===== src/hdl/scc_pkg.sv =====
package scc_pkg;

  localparam int unsigned ByteW = 8;
  localparam int unsigned RawW  = 16;
  localparam int unsigned PosW  = 3;
  localparam int unsigned TempW = 15;
  localparam int unsigned HumW  = 14;
  localparam int unsigned ScaleW = 15;
  localparam int unsigned ProdW = RawW + ScaleW;

  localparam logic [ByteW-1:0]  CrcPoly    = 8'h31;
  localparam logic [ByteW-1:0]  CrcInit    = 8'h00;
  localparam logic [ScaleW-1:0] TempScale  = 15'd16500;
  localparam logic [ScaleW-1:0] HumScale   = 15'd10000;
  localparam logic [16:0]       Divisor    = 17'd65535;
  localparam logic [TempW-1:0]  TempOffset = 15'd4000;

  // Frame byte positions
  localparam logic [PosW-1:0] PosTempHi  = 3'd0;
  localparam logic [PosW-1:0] PosTempLo  = 3'd1;
  localparam logic [PosW-1:0] PosTempCrc = 3'd2;
  localparam logic [PosW-1:0] PosHumHi   = 3'd3;
  localparam logic [PosW-1:0] PosHumLo   = 3'd4;
  localparam logic [PosW-1:0] PosHumCrc  = 3'd5;

  typedef enum logic [1:0] {
    STATUS_OK       = 2'd0,
    STATUS_TEMP_ERR = 2'd1,
    STATUS_HUM_ERR  = 2'd2
  } status_e;

  // Work handed from the byte front end to the scaling back end
  typedef struct packed {
    logic              is_hum;
    status_e           status;
    logic [RawW-1:0]   raw;
  } job_t;

  // MSB-first CRC-8 over one byte
  function automatic logic [ByteW-1:0] crc8_update(input logic [ByteW-1:0] crc,
                                                   input logic [ByteW-1:0] b);
    logic [ByteW-1:0] v;
    v = crc ^ b;
    for (int i = 0; i < ByteW; i++) begin
      if (v[ByteW-1]) begin
        v = {v[ByteW-2:0], 1'b0} ^ CrcPoly;
      end else begin
        v = {v[ByteW-2:0], 1'b0};
      end
    end
    return v;
  endfunction

endpackage


===== src/hdl/scc_front.sv =====
module scc_front
  import scc_pkg::*;
(
  input  logic             clk_i,
  input  logic             rst_ni,
  input  logic             in_valid_i,
  output logic             in_stall_o,
  input  logic [ByteW-1:0] rx_byte_i,
  input  logic             frame_start_i,
  input  logic             full_i,
  output logic             push_o,
  output job_t             job_o
);

  logic [PosW-1:0]  pos_q, pos_d, pos;
  logic [ByteW-1:0] crc_q, crc_d;
  logic [RawW-1:0]  raw_q, raw_d;
  logic             tbad_q, tbad_d;
  logic             accept;
  logic             crc_match;

  assign in_stall_o = full_i;
  assign accept     = in_valid_i && !full_i;
  assign crc_match  = (rx_byte_i == crc_q);

  always_comb begin
    pos = frame_start_i ? PosTempHi : pos_q;
    if (pos > PosHumCrc) begin
      pos = PosTempHi;
    end
    pos_d         = pos_q;
    crc_d         = crc_q;
    raw_d         = raw_q;
    tbad_d        = tbad_q;
    push_o        = 1'b0;
    job_o.is_hum  = 1'b0;
    job_o.status  = STATUS_OK;
    job_o.raw     = raw_q;
    if (accept) begin
      pos_d = (pos >= PosHumCrc) ? PosTempHi : pos + 3'd1;
      case (pos)
        PosTempHi, PosHumHi: begin
          crc_d = crc8_update(CrcInit, rx_byte_i);
          raw_d = {rx_byte_i, 8'h00};
        end
        PosTempLo, PosHumLo: begin
          crc_d = crc8_update(crc_q, rx_byte_i);
          raw_d = {raw_q[RawW-1:ByteW], rx_byte_i};
        end
        PosTempCrc: begin
          tbad_d       = !crc_match;
          push_o       = 1'b1;
          job_o.status = crc_match ? STATUS_OK : STATUS_TEMP_ERR;
        end
        default: begin
          push_o       = 1'b1;
          job_o.is_hum = 1'b1;
          if (tbad_q) begin
            job_o.status = STATUS_TEMP_ERR;
          end else if (!crc_match) begin
            job_o.status = STATUS_HUM_ERR;
          end else begin
            job_o.status = STATUS_OK;
          end
        end
      endcase
    end
  end

  always_ff @(posedge clk_i or negedge rst_ni) begin
    if (!rst_ni) begin
      pos_q  <= '0;
      crc_q  <= CrcInit;
      raw_q  <= '0;
      tbad_q <= 1'b0;
    end else begin
      pos_q  <= pos_d;
      crc_q  <= crc_d;
      raw_q  <= raw_d;
      tbad_q <= tbad_d;
    end
  end

endmodule


===== src/hdl/scc_queue.sv =====
module scc_queue
  import scc_pkg::*;
(
  input  logic clk_i,
  input  logic rst_ni,
  input  logic push_i,
  input  job_t job_i,
  output logic full_o,
  input  logic pop_i,
  output logic valid_o,
  output job_t job_o
);

  job_t       mem_q [2];
  logic       wr_ptr_q, rd_ptr_q;
  logic [1:0] count_q, count_d;

  assign full_o  = (count_q == 2'd2);
  assign valid_o = (count_q != 2'd0);
  assign job_o   = mem_q[rd_ptr_q];

  always_comb begin
    count_d = count_q;
    if (push_i && !(pop_i && valid_o)) begin
      count_d = count_q + 2'd1;
    end else if (!push_i && pop_i && valid_o) begin
      count_d = count_q - 2'd1;
    end
  end

  always_ff @(posedge clk_i) begin
    if (push_i) begin
      mem_q[wr_ptr_q] <= job_i;
    end
  end

  always_ff @(posedge clk_i or negedge rst_ni) begin
    if (!rst_ni) begin
      wr_ptr_q <= 1'b0;
      rd_ptr_q <= 1'b0;
      count_q  <= '0;
    end else begin
      count_q <= count_d;
      if (push_i) begin
        wr_ptr_q <= ~wr_ptr_q;
      end
      if (pop_i && valid_o) begin
        rd_ptr_q <= ~rd_ptr_q;
      end
    end
  end

endmodule


===== src/hdl/scc_back.sv =====
module scc_back
  import scc_pkg::*;
(
  input  logic                    clk_i,
  input  logic                    rst_ni,
  input  logic                    job_valid_i,
  input  job_t                    job_i,
  output logic                    pop_o,
  output logic                    out_valid_o,
  input  logic                    out_stall_i,
  output logic signed [TempW-1:0] temperature_centi_o,
  output logic [HumW-1:0]         humidity_centi_o,
  output logic [1:0]              status_o
);

  logic             advance;
  logic             s1_valid_q;
  logic             s1_hum_q;
  status_e          s1_status_q;
  logic [ProdW-1:0] s1_prod_q;

  logic [ScaleW-1:0] quot_hi;
  logic [16:0]       rem;
  logic [ScaleW-1:0] quot;
  logic [TempW-1:0]  temp_val;

  logic [TempW-1:0] stored_temp_q;
  logic [HumW-1:0]  stored_hum_q;

  logic             out_valid_q;
  logic [TempW-1:0] out_temp_q;
  logic [HumW-1:0]  out_hum_q;
  status_e          out_status_q;

  assign advance = !out_valid_q || !out_stall_i;
  assign pop_o   = job_valid_i && advance;

  // Divide by 65535: x = hi*65536 + lo, remainder lo + hi stays below twice the divisor
  assign quot_hi  = s1_prod_q[ProdW-1:16];
  assign rem      = {1'b0, s1_prod_q[15:0]} + {2'b00, quot_hi};
  assign quot     = quot_hi + ((rem >= Divisor) ? 15'd1 : 15'd0);
  assign temp_val = quot - TempOffset;

  always_ff @(posedge clk_i) begin
    if (advance) begin
      s1_hum_q    <= job_i.is_hum;
      s1_status_q <= job_i.status;
      s1_prod_q   <= ProdW'(job_i.raw) * ProdW'(job_i.is_hum ? HumScale : TempScale);
    end
  end

  always_ff @(posedge clk_i) begin
    if (advance && s1_valid_q && s1_hum_q) begin
      out_temp_q   <= stored_temp_q;
      out_hum_q    <= (s1_status_q == STATUS_OK) ? quot[HumW-1:0] : stored_hum_q;
      out_status_q <= s1_status_q;
    end
  end

  always_ff @(posedge clk_i or negedge rst_ni) begin
    if (!rst_ni) begin
      s1_valid_q    <= 1'b0;
      out_valid_q   <= 1'b0;
      stored_temp_q <= '0;
      stored_hum_q  <= '0;
    end else if (advance) begin
      s1_valid_q  <= job_valid_i;
      out_valid_q <= s1_valid_q && s1_hum_q;
      if (s1_valid_q && (s1_status_q == STATUS_OK)) begin
        if (s1_hum_q) begin
          stored_hum_q <= quot[HumW-1:0];
        end else begin
          stored_temp_q <= temp_val;
        end
      end
    end
  end

  assign out_valid_o         = out_valid_q;
  assign temperature_centi_o = signed'(out_temp_q);
  assign humidity_centi_o    = out_hum_q;
  assign status_o            = out_status_q;

endmodule


===== src/hdl/sensor_frame_crc_check_and_scale.sv =====
// Sensor frame CRC check and scale.
// Input channel (in_valid_i / in_stall_o) carries one frame byte per beat:
// temperature high, low, CRC-8, humidity high, low, CRC-8. frame_start_i marks
// byte 0 and drops any partial frame. CRC-8 is poly 0x31, init 0, MSB first.
// Output channel (out_valid_o / out_stall_i) carries one beat per frame after
// its sixth byte: stored temperature (0.01 C), stored humidity (0.01 %RH) and
// status (0 ok, 1 temperature CRC error, 2 humidity CRC error).
// Throughput: one byte per cycle while out_stall_i is low. The front end
// checks CRCs and hands two scaling jobs per frame into a two-entry queue;
// the back end runs a constant multiply stage and a divide-by-65535
// correction stage, one job per cycle unless stalled. The sixth byte's job
// passes the queue, the multiply stage and the output register to its result.
// Reset clears the byte position, CRC, stored values and all valid flags.
// A stalled result holds the back end; once the queue holds two jobs,
// in_stall_o rises and every byte waits until the back end pops a job.
module sensor_frame_crc_check_and_scale
  import scc_pkg::*;
(
  input  logic                    clk_i,
  input  logic                    rst_ni,
  input  logic                    in_valid_i,
  output logic                    in_stall_o,
  input  logic [ByteW-1:0]        rx_byte_i,
  input  logic                    frame_start_i,
  output logic                    out_valid_o,
  input  logic                    out_stall_i,
  output logic signed [TempW-1:0] temperature_centi_o,
  output logic [HumW-1:0]         humidity_centi_o,
  output logic [1:0]              status_o
);

  logic push, full, pop, job_valid;
  job_t push_job, pop_job;

  // Byte front end: position tracking, CRC, raw word assembly
  scc_front u_front (
    .clk_i         (clk_i),
    .rst_ni        (rst_ni),
    .in_valid_i    (in_valid_i),
    .in_stall_o    (in_stall_o),
    .rx_byte_i     (rx_byte_i),
    .frame_start_i (frame_start_i),
    .full_i        (full),
    .push_o        (push),
    .job_o         (push_job)
  );

  // Decouple byte intake from scaling
  scc_queue u_queue (
    .clk_i   (clk_i),
    .rst_ni  (rst_ni),
    .push_i  (push),
    .job_i   (push_job),
    .full_o  (full),
    .pop_i   (pop),
    .valid_o (job_valid),
    .job_o   (pop_job)
  );

  // Scale, update stored values, drive result beats
  scc_back u_back (
    .clk_i               (clk_i),
    .rst_ni              (rst_ni),
    .job_valid_i         (job_valid),
    .job_i               (pop_job),
    .pop_o               (pop),
    .out_valid_o         (out_valid_o),
    .out_stall_i         (out_stall_i),
    .temperature_centi_o (temperature_centi_o),
    .humidity_centi_o    (humidity_centi_o),
    .status_o            (status_o)
  );

endmodule

===== config.mk =====
export PLATFORM = sky130hd
export DESIGN_NAME = sensor_frame_crc_check_and_scale
export DESIGN_NICKNAME = d
export VERILOG_FILES = /design/src/hdl/scc_pkg.sv /design/src/hdl/scc_front.sv /design/src/hdl/scc_queue.sv /design/src/hdl/scc_back.sv /design/src/hdl/sensor_frame_crc_check_and_scale.sv
export SDC_FILE = /design/constraint.sdc
export NUM_CORES = 1
export LEC_CHECK = 0
export ABC_AREA = 1
export BUFFER_PORTS_ARGS = -buffer_cell sky130_fd_sc_hd__buf_2
export CAP_MARGIN = 20
export CORE_MARGIN = 1
export CORE_UTILIZATION = 58
export DETAILED_ROUTE_END_ITERATION = 16
export HOLD_SLACK_MARGIN = 0.08
export PLACE_DENSITY = 0.77
export SETUP_SLACK_MARGIN = 0.15
export SYNTH_ARGS = -nofsm -noshare
export SYNTH_HDL_FRONTEND = slang
export SYNTH_SLANG_ARGS = --single-unit

===== constraint.sdc =====
create_clock -name clk_i -period 5.1 [get_ports clk_i]
set_input_delay 0.765 -clock clk_i [delete_from_list [all_inputs] [get_ports clk_i]]
set_output_delay 0.765 -clock clk_i [all_outputs]
set_load 0.01 [all_outputs]

==> results of run 1 <==
path summary, 6_finish.rpt:
kind	endpoint	slack, ns	depth (start not counted)
min in group asynchronous	u_back.stored_temp_q[5]$_DFFE_PN0P_	0.49	2
worst max-delay path	u_back.s1_prod_q[19]$_DFFE_PN_	-0.30	20
max in group asynchronous	u_queue.rd_ptr_q$_DFFE_PN0P_	3.97	2
worst min register to register	u_back.temperature_centi_o[6]$_DFFE_PP_	0.46	0
worst min-delay path	u_back.temperature_centi_o[6]$_DFFE_PP_	0.46	0
worst max register to register	u_back.s1_prod_q[19]$_DFFE_PN_	-0.30	20
layer usage:
layer / vias to the layer above / routed length [µm] / part of all wire [%]
met3: 114 / 1490 / 4.6
met5: - / 0 / 0
met2: 362 / 17100 / 53
met4: 0 / 1390 / 4.3
li1: 4911 / - / -
met1: 4949 / 12500 / 39
kinds of logic after synthesis:
family                   Yosys count  share of synthesized area, %
buffers and inverters            283                          8.48
AO/OA/AOI/OAI                    165                          7.02
flip-flops                       164                          36.0
adder cells (fa/ha/maj)          226                          27.2
AND/OR/NAND/NOR                  528                          17.7
XOR/XNOR                          51                          3.55
other                              2                        0.0587
flip-flops by register name (all words and copies together) (netlist names), 2 cells and up:
signal                      count
u_back.status_o                 2
u_back.humidity_centi_o        14
u_back.stored_temp_q           15
u_queue.mem_q                  38
u_back.stored_hum_q            14
u_back.s1_prod_q               29
u_back.s1_status_q              2
u_front.pos_q                   3
u_back.temperature_centi_o     15
u_queue.count_q                 2
u_front.raw_q                  16
u_front.crc_q                   8
what timing repair did:
item / 4_1_cts / 5_1_grt
gates resized for setup: 98 / 47
pin swaps: 39 / 21
buffers inserted: 14 / 8
gates cloned: 1 / 0
endpoints found under the setup margin: 20 / 20
cell type report:
class / count / area (µm²) / area share [%]
flip-flops and latches: 164 / 4610 / 29.3
clock inverters: 15 / 196 / 1.25
clock buffers: 17 / 425 / 2.71
repair buffers: 170 / 1200 / 7.67
well taps: 275 / 344 / 2.19
multi-input cells: 991 / 7950 / 50.6
inverters: 261 / 987 / 6.28
cells in the final DEF, fill, tap and decap left out, types with 28 or more instances in the layout:
cell type,n
nand2_1,299
inv_1,244
buf_4,116
ha_1,109
edfxtp_1,101
fa_1,84
o21ai_0,75
nor2_1,68
dfrtp_1,62
nand3_1,57
buf_2,45
xor2_1,31
ha_4,28
through the flow:
step,setup TNS (ns),instance area [µm²],utilization [%],instances,setup WS (ns)
floorplan,0,13100,-,1438,0.150
finish,-4.31,15700,73.6,1893,-0.304
global placement,-1.07,14300,66.9,1838,-0.214
detailed placement,-3.44,14300,66.9,1838,-0.319
global route,-6.81,15700,73.6,1893,-0.456
CTS,-0.113,15400,72.3,1885,-0.0313
==> flow_metrics.env, run 1 <==
export IMPL_die_h_um=151
export IMPL_top_level_ports=46
export IMPL_synthTopCellsByCount="nand2_1 (310), inv_1 (254), ha_1 (139), edfxtp_1 (101), o21ai_0 (95)"
export IMPL_drt_iter0_drc=627
export IMPL_drv_slew=0
export IMPL_global_route_usage_met3_pct=4.15
export IMPL_ant_nets=0
export IMPL_busiest_layer="met2"
export IMPL_hold_start="u_back.stored_temp_q[6]$_DFFE_PN0P_"
export IMPL_core_area_um2=21400
export IMPL_worstPathArrival_ns=5.59
export IMPL_h_tree_depth=4
export IMPL_layout_setup_ws_ns=-0.304
export IMPL_status="complete, but fails checks"
export IMPL_firstDrtPassIters=7
export IMPL_slew_headroom_pct=43.2
export IMPL_clock_sinks=164
export IMPL_slowest_stage="fa_1"
export IMPL_fin_crit_sh_pct=106
export IMPL_path_max_fanout=8
export IMPL_grt_pass1_vias=10300
export IMPL_clk_path_buf_depth=2
export IMPL_gr_usage_all_layers_pct=28.7
export IMPL_crit_type="flop to flop"
export IMPL_crit_family="adder cells"
export IMPL_slowest_delay_ns=0.62
export IMPL_async_reset_ff_share_pct=38.4
export IMPL_startpoint="u_queue.rd_ptr_q$_DFFE_PN0P_"
export IMPL_hold_viol_final=0
export IMPL_tightest_slew_ns=0.852
export IMPL_grtUsageMet2_pct=51.1
export IMPL_synth_warnings=0
export IMPL_rsz0062_at_grt="yes"
export IMPL_synth_cell_types=45
export IMPL_fillers=1390
export IMPL_hold_buffers=0
export IMPL_finalClockSkew_ns=0.0157
export IMPL_cts_tree="built"
export IMPL_gp_congestion=0.951
export IMPL_ys_seq_area_share_pct=36.0
export IMPL_finalSetupViolCount=19
export IMPL_synth_edf_count=101
export IMPL_rows=53
export IMPL_routed_wl_mm=32.4
export IMPL_synth_seq_cells=164
export IMPL_layout_drive_gt1_share_pct=22.4
export IMPL_syn_inst=1419
export IMPL_port_buffers=45
export IMPL_syn_to_final_growth_pct=22.8
export IMPL_drv_cap=0
export IMPL_dpl_hpwl_mm=22.5
export IMPL_insertion_delay_ns=0.45
export IMPL_initial_core_util_pct=59.9
export IMPL_gr_total_overflow=0
export IMPL_crit_chain="inv_2, or2_4, o21ai_4, clkinv_4, buf_6, nor2_4, ha_4, inv_2, fa_1, inv_2, fa_1, fa_1, fa_1, ha_4, ha_4, a21oi_2, a21boi_4, o21ai_4, a21oi_2, xnor2_2"
export IMPL_viasPerCell=5.46
export IMPL_cp_start_kind="flop"
export IMPL_synth_top_cell_by_area="edfxtp_1"
export IMPL_synth_top_area_share_pct=23.7
export IMPL_wl_per_cell_um=17.1
export IMPL_grt_max_degree=64
export IMPL_synth_area_top_cells="edfxtp_1 (24%), fa_1 (14%), ha_1 (14%), dfrtp_1 (12%), nand2_1 (9.1%)"
export IMPL_hold_slack_ns=0.458
export IMPL_worstHoldPathType="flop to flop"
export IMPL_cp_data_required_time_ns=5.29
export IMPL_antenna_found_initial=0
export IMPL_drcViolationCount=0
export IMPL_syn_area_um2=12800
export IMPL_die_area_um2=22700
export IMPL_syn_avg_cell_area_um2=9.02
export IMPL_fmax_ghz=0.185
export IMPL_synth_most_common_cell="nand2_1"
export IMPL_post_route_min_period_ns=5.40
export IMPL_num_antenna_cells=0
export IMPL_chipWidth_um=151
export IMPL_path_common_cell="fa_1"
export IMPL_grt_pass1_wl_mm=49.9
export IMPL_cts_buffers=17
export IMPL_clk_pin_slew_ns=0.08
export IMPL_crit_buf_inv=5
export IMPL_reg2reg_from="u_queue.rd_ptr_q$_DFFE_PN0P_"
export IMPL_cts_root_buf="clkbuf_16"
export IMPL_violations="setup timing"
export IMPL_critPathCaptureType="flop"
export IMPL_synthFlopType="edfxtp_1"
export IMPL_dr_total_vias=10300
export IMPL_final_nets=1844
export IMPL_met1_usage_pct=34.6
Power of run 1 is left out: the tool's default activity adds up to more than one toggle a clock period on the data nets, which glitch-free logic cannot reach.
==> inputs of run 2 (changes only) <==
PLACE_DENSITY = 0.78   (was 0.77)
==> run 2 against run 1 <==
The flow still finishes with violations (setup timing). Sequential share of layout area fell by 0.33 points. Critical path depth increased by 4. First-iteration DRC count grew 14%. Hold slack worse by 0.0032 ns. Register-to-register slack better by 0.05 ns. Non-clock buffer count fell by 3. Cell count down 0.16%. Design area rose by 1.1%. Routed wire length increased by 5.5%. Critical path type unchanged. Highest routed layer unchanged.
==> flow_metrics.env, run 2 (synthesis gave the netlist of run 1 again) <==
export IMPL_status="complete, but fails checks"
export IMPL_violations="setup timing"
export IMPL_grt_pass1_wl_mm=52.8
export IMPL_die_area_um2=22700
export IMPL_clk_path_buf_depth=2
export IMPL_clk_pin_slew_ns=0.08
export IMPL_insertion_delay_ns=0.45
export IMPL_rows=53
export IMPL_hold_buffers=0
export IMPL_slew_headroom_pct=45.1
export IMPL_die_h_um=151
export IMPL_final_nets=1841
export IMPL_hold_slack_ns=0.455
export IMPL_fin_crit_sh_pct=105
export IMPL_syn_to_final_growth_pct=24.2
export IMPL_cts_tree="built"
export IMPL_critPathCaptureType="flop"
export IMPL_drcViolationCount=0
export IMPL_fmax_ghz=0.187
export IMPL_finalClockSkew_ns=0.0169
export IMPL_gr_total_overflow=0
export IMPL_chipWidth_um=151
export IMPL_viasPerCell=5.62
export IMPL_hold_viol_final=0
export IMPL_top_regs="u_queue.mem_q (38), u_back.s1_prod_q (29), u_front.raw_q (16)"
export IMPL_initial_core_util_pct=59.9
export IMPL_final_util_pct=74.4
export IMPL_grt_pass1_vias=10800
export IMPL_worstHoldPathType="flop to flop"
export IMPL_crit_type="flop to flop"
export IMPL_dpl_worst_slack_ns=-0.356
export IMPL_routed_wl_mm=34.2
export IMPL_grt_max_degree=64
export IMPL_placed_cell_area_um2=14300
export IMPL_clock_sinks=164
export IMPL_drv_cap=0
export IMPL_cts_root_buf="clkbuf_16"
export IMPL_antenna_found_initial=0
export IMPL_gp_congestion=0.948
export IMPL_layout_setup_ws_ns=-0.257
export IMPL_gr_usage_all_layers_pct=30.8
export IMPL_port_buffers=45
export IMPL_final_cell_mix="nand2_1 (303), inv_1 (235), ha_1 (106), buf_4 (105), edfxtp_1 (101)"
export IMPL_layout_commonest_cell="nand2_1"
export IMPL_cp_data_required_time_ns=5.29
export IMPL_post_route_min_period_ns=5.36
export IMPL_dpl_hpwl_mm=22.6
export IMPL_stdcell_area_um2=15900
export IMPL_cp_start_kind="flop"
export IMPL_drt_iter0_drc=713
export IMPL_met1_usage_pct=34.7
export IMPL_h_tree_depth=4
export IMPL_layout_drive_gt1_share_pct=23.6
export IMPL_num_antenna_cells=0
export IMPL_wl_per_cell_um=18.1
export IMPL_tightest_slew_ns=0.818
export IMPL_ant_nets=0
export IMPL_cts_buffers=17
export IMPL_top_level_ports=46
export IMPL_rsz0062_at_grt="yes"
export IMPL_largest_reg_flops=38
export IMPL_firstDrtPassIters=6
export IMPL_drv_slew=0
export IMPL_worstPathArrival_ns=5.55
export IMPL_core_area_um2=21400
export IMPL_global_route_usage_met3_pct=4.82
export IMPL_busiest_layer="met2"
export IMPL_path_max_fanout=8
export IMPL_dr_total_vias=10600
export IMPL_grtUsageMet2_pct=55.3
export IMPL_finalSetupViolCount=18
export IMPL_regMostFlops="u_queue.mem_q"
run 2: cell count changes in the layout (fill, tap and decap cells not counted), sizes merged:
cell / change
inv: +1
buf: -3
clkinv: -1
run 2: path summary, 6_finish.rpt:
check | slack, ns | cells after the start | end | startpoint
setup / recovery | -0.26 | 24 | u_back.s1_prod_q[17]$_DFFE_PN_ | u_queue.rd_ptr_q$_DFFE_PN0P_
min in group asynchronous | 0.47 | 2 | u_back.stored_hum_q[5]$_DFFE_PN0P_ | rst_ni
max in group asynchronous | 4.01 | 2 | u_queue.rd_ptr_q$_DFFE_PN0P_ | rst_ni
hold / removal | 0.45 | 0 | u_back.temperature_centi_o[7]$_DFFE_PP_ | u_back.stored_temp_q[7]$_DFFE_PN0P_
setup reg to reg | -0.26 | 24 | u_back.s1_prod_q[17]$_DFFE_PN_ | u_queue.rd_ptr_q$_DFFE_PN0P_
hold reg to reg | 0.45 | 0 | u_back.temperature_centi_o[7]$_DFFE_PP_ | u_back.stored_temp_q[7]$_DFFE_PN0P_
run 2: what timing repair did:
item                                    in CTS  in global routing
setup buffers                               12                 11
gates resized for setup                    150                 27
pin swaps                                   70                 19
endpoints found under the setup margin      20                 20
gates cloned                                 2                  0
run 2: metrics by stage:
step | instances | TNS, ns
finish | 1890 | -3.47
global route | 1890 | -5.71
CTS | 1879 | 0
detailed placement | 1833 | -3.28
global placement | 1833 | -1.85
floorplan | 1438 | 0
run 2: final cells by class:
type / instances / area, µm²
clock buffer: 17 / 425
clock inverter: 15 / 194
fill: 1360 / 5460
inverter: 261 / 985
multi-input combinational: 991 / 8080
sequential: 164 / 4610
tap: 275 / 344
timing repair buffer: 167 / 1260
run 2: worst max-delay path, stage by stage (launching register included):
cell	delay, ns
dfrtp_2	0.45
inv_4	0.06
or2_4	0.26
o21ai_4	0.11
inv_4	0.10
buf_12	0.16
nor2_4	0.12
ha_4	0.15
inv_2	0.05
fa_1	0.53
inv_2	0.05
fa_1	0.52
inv_2	0.04
fa_1	0.46
fa_1	0.57
inv_2	0.07
ha_4	0.24
ha_4	0.23
a21oi_2	0.15
nand2_2	0.12
a21boi_4	0.25
o21ai_4	0.10
nand2_1	0.08
nand2_1	0.08
xor2_1	0.15
run 2: per-layer routing:
layer / up-vias / part of all wire (%)
li1: 4901 / -
met1: 5025 / 36
met2: 528 / 52
met3: 170 / 6.1
met4: 0 / 5.8
met5: - / 0
Power of run 2 is left out for the same reason.
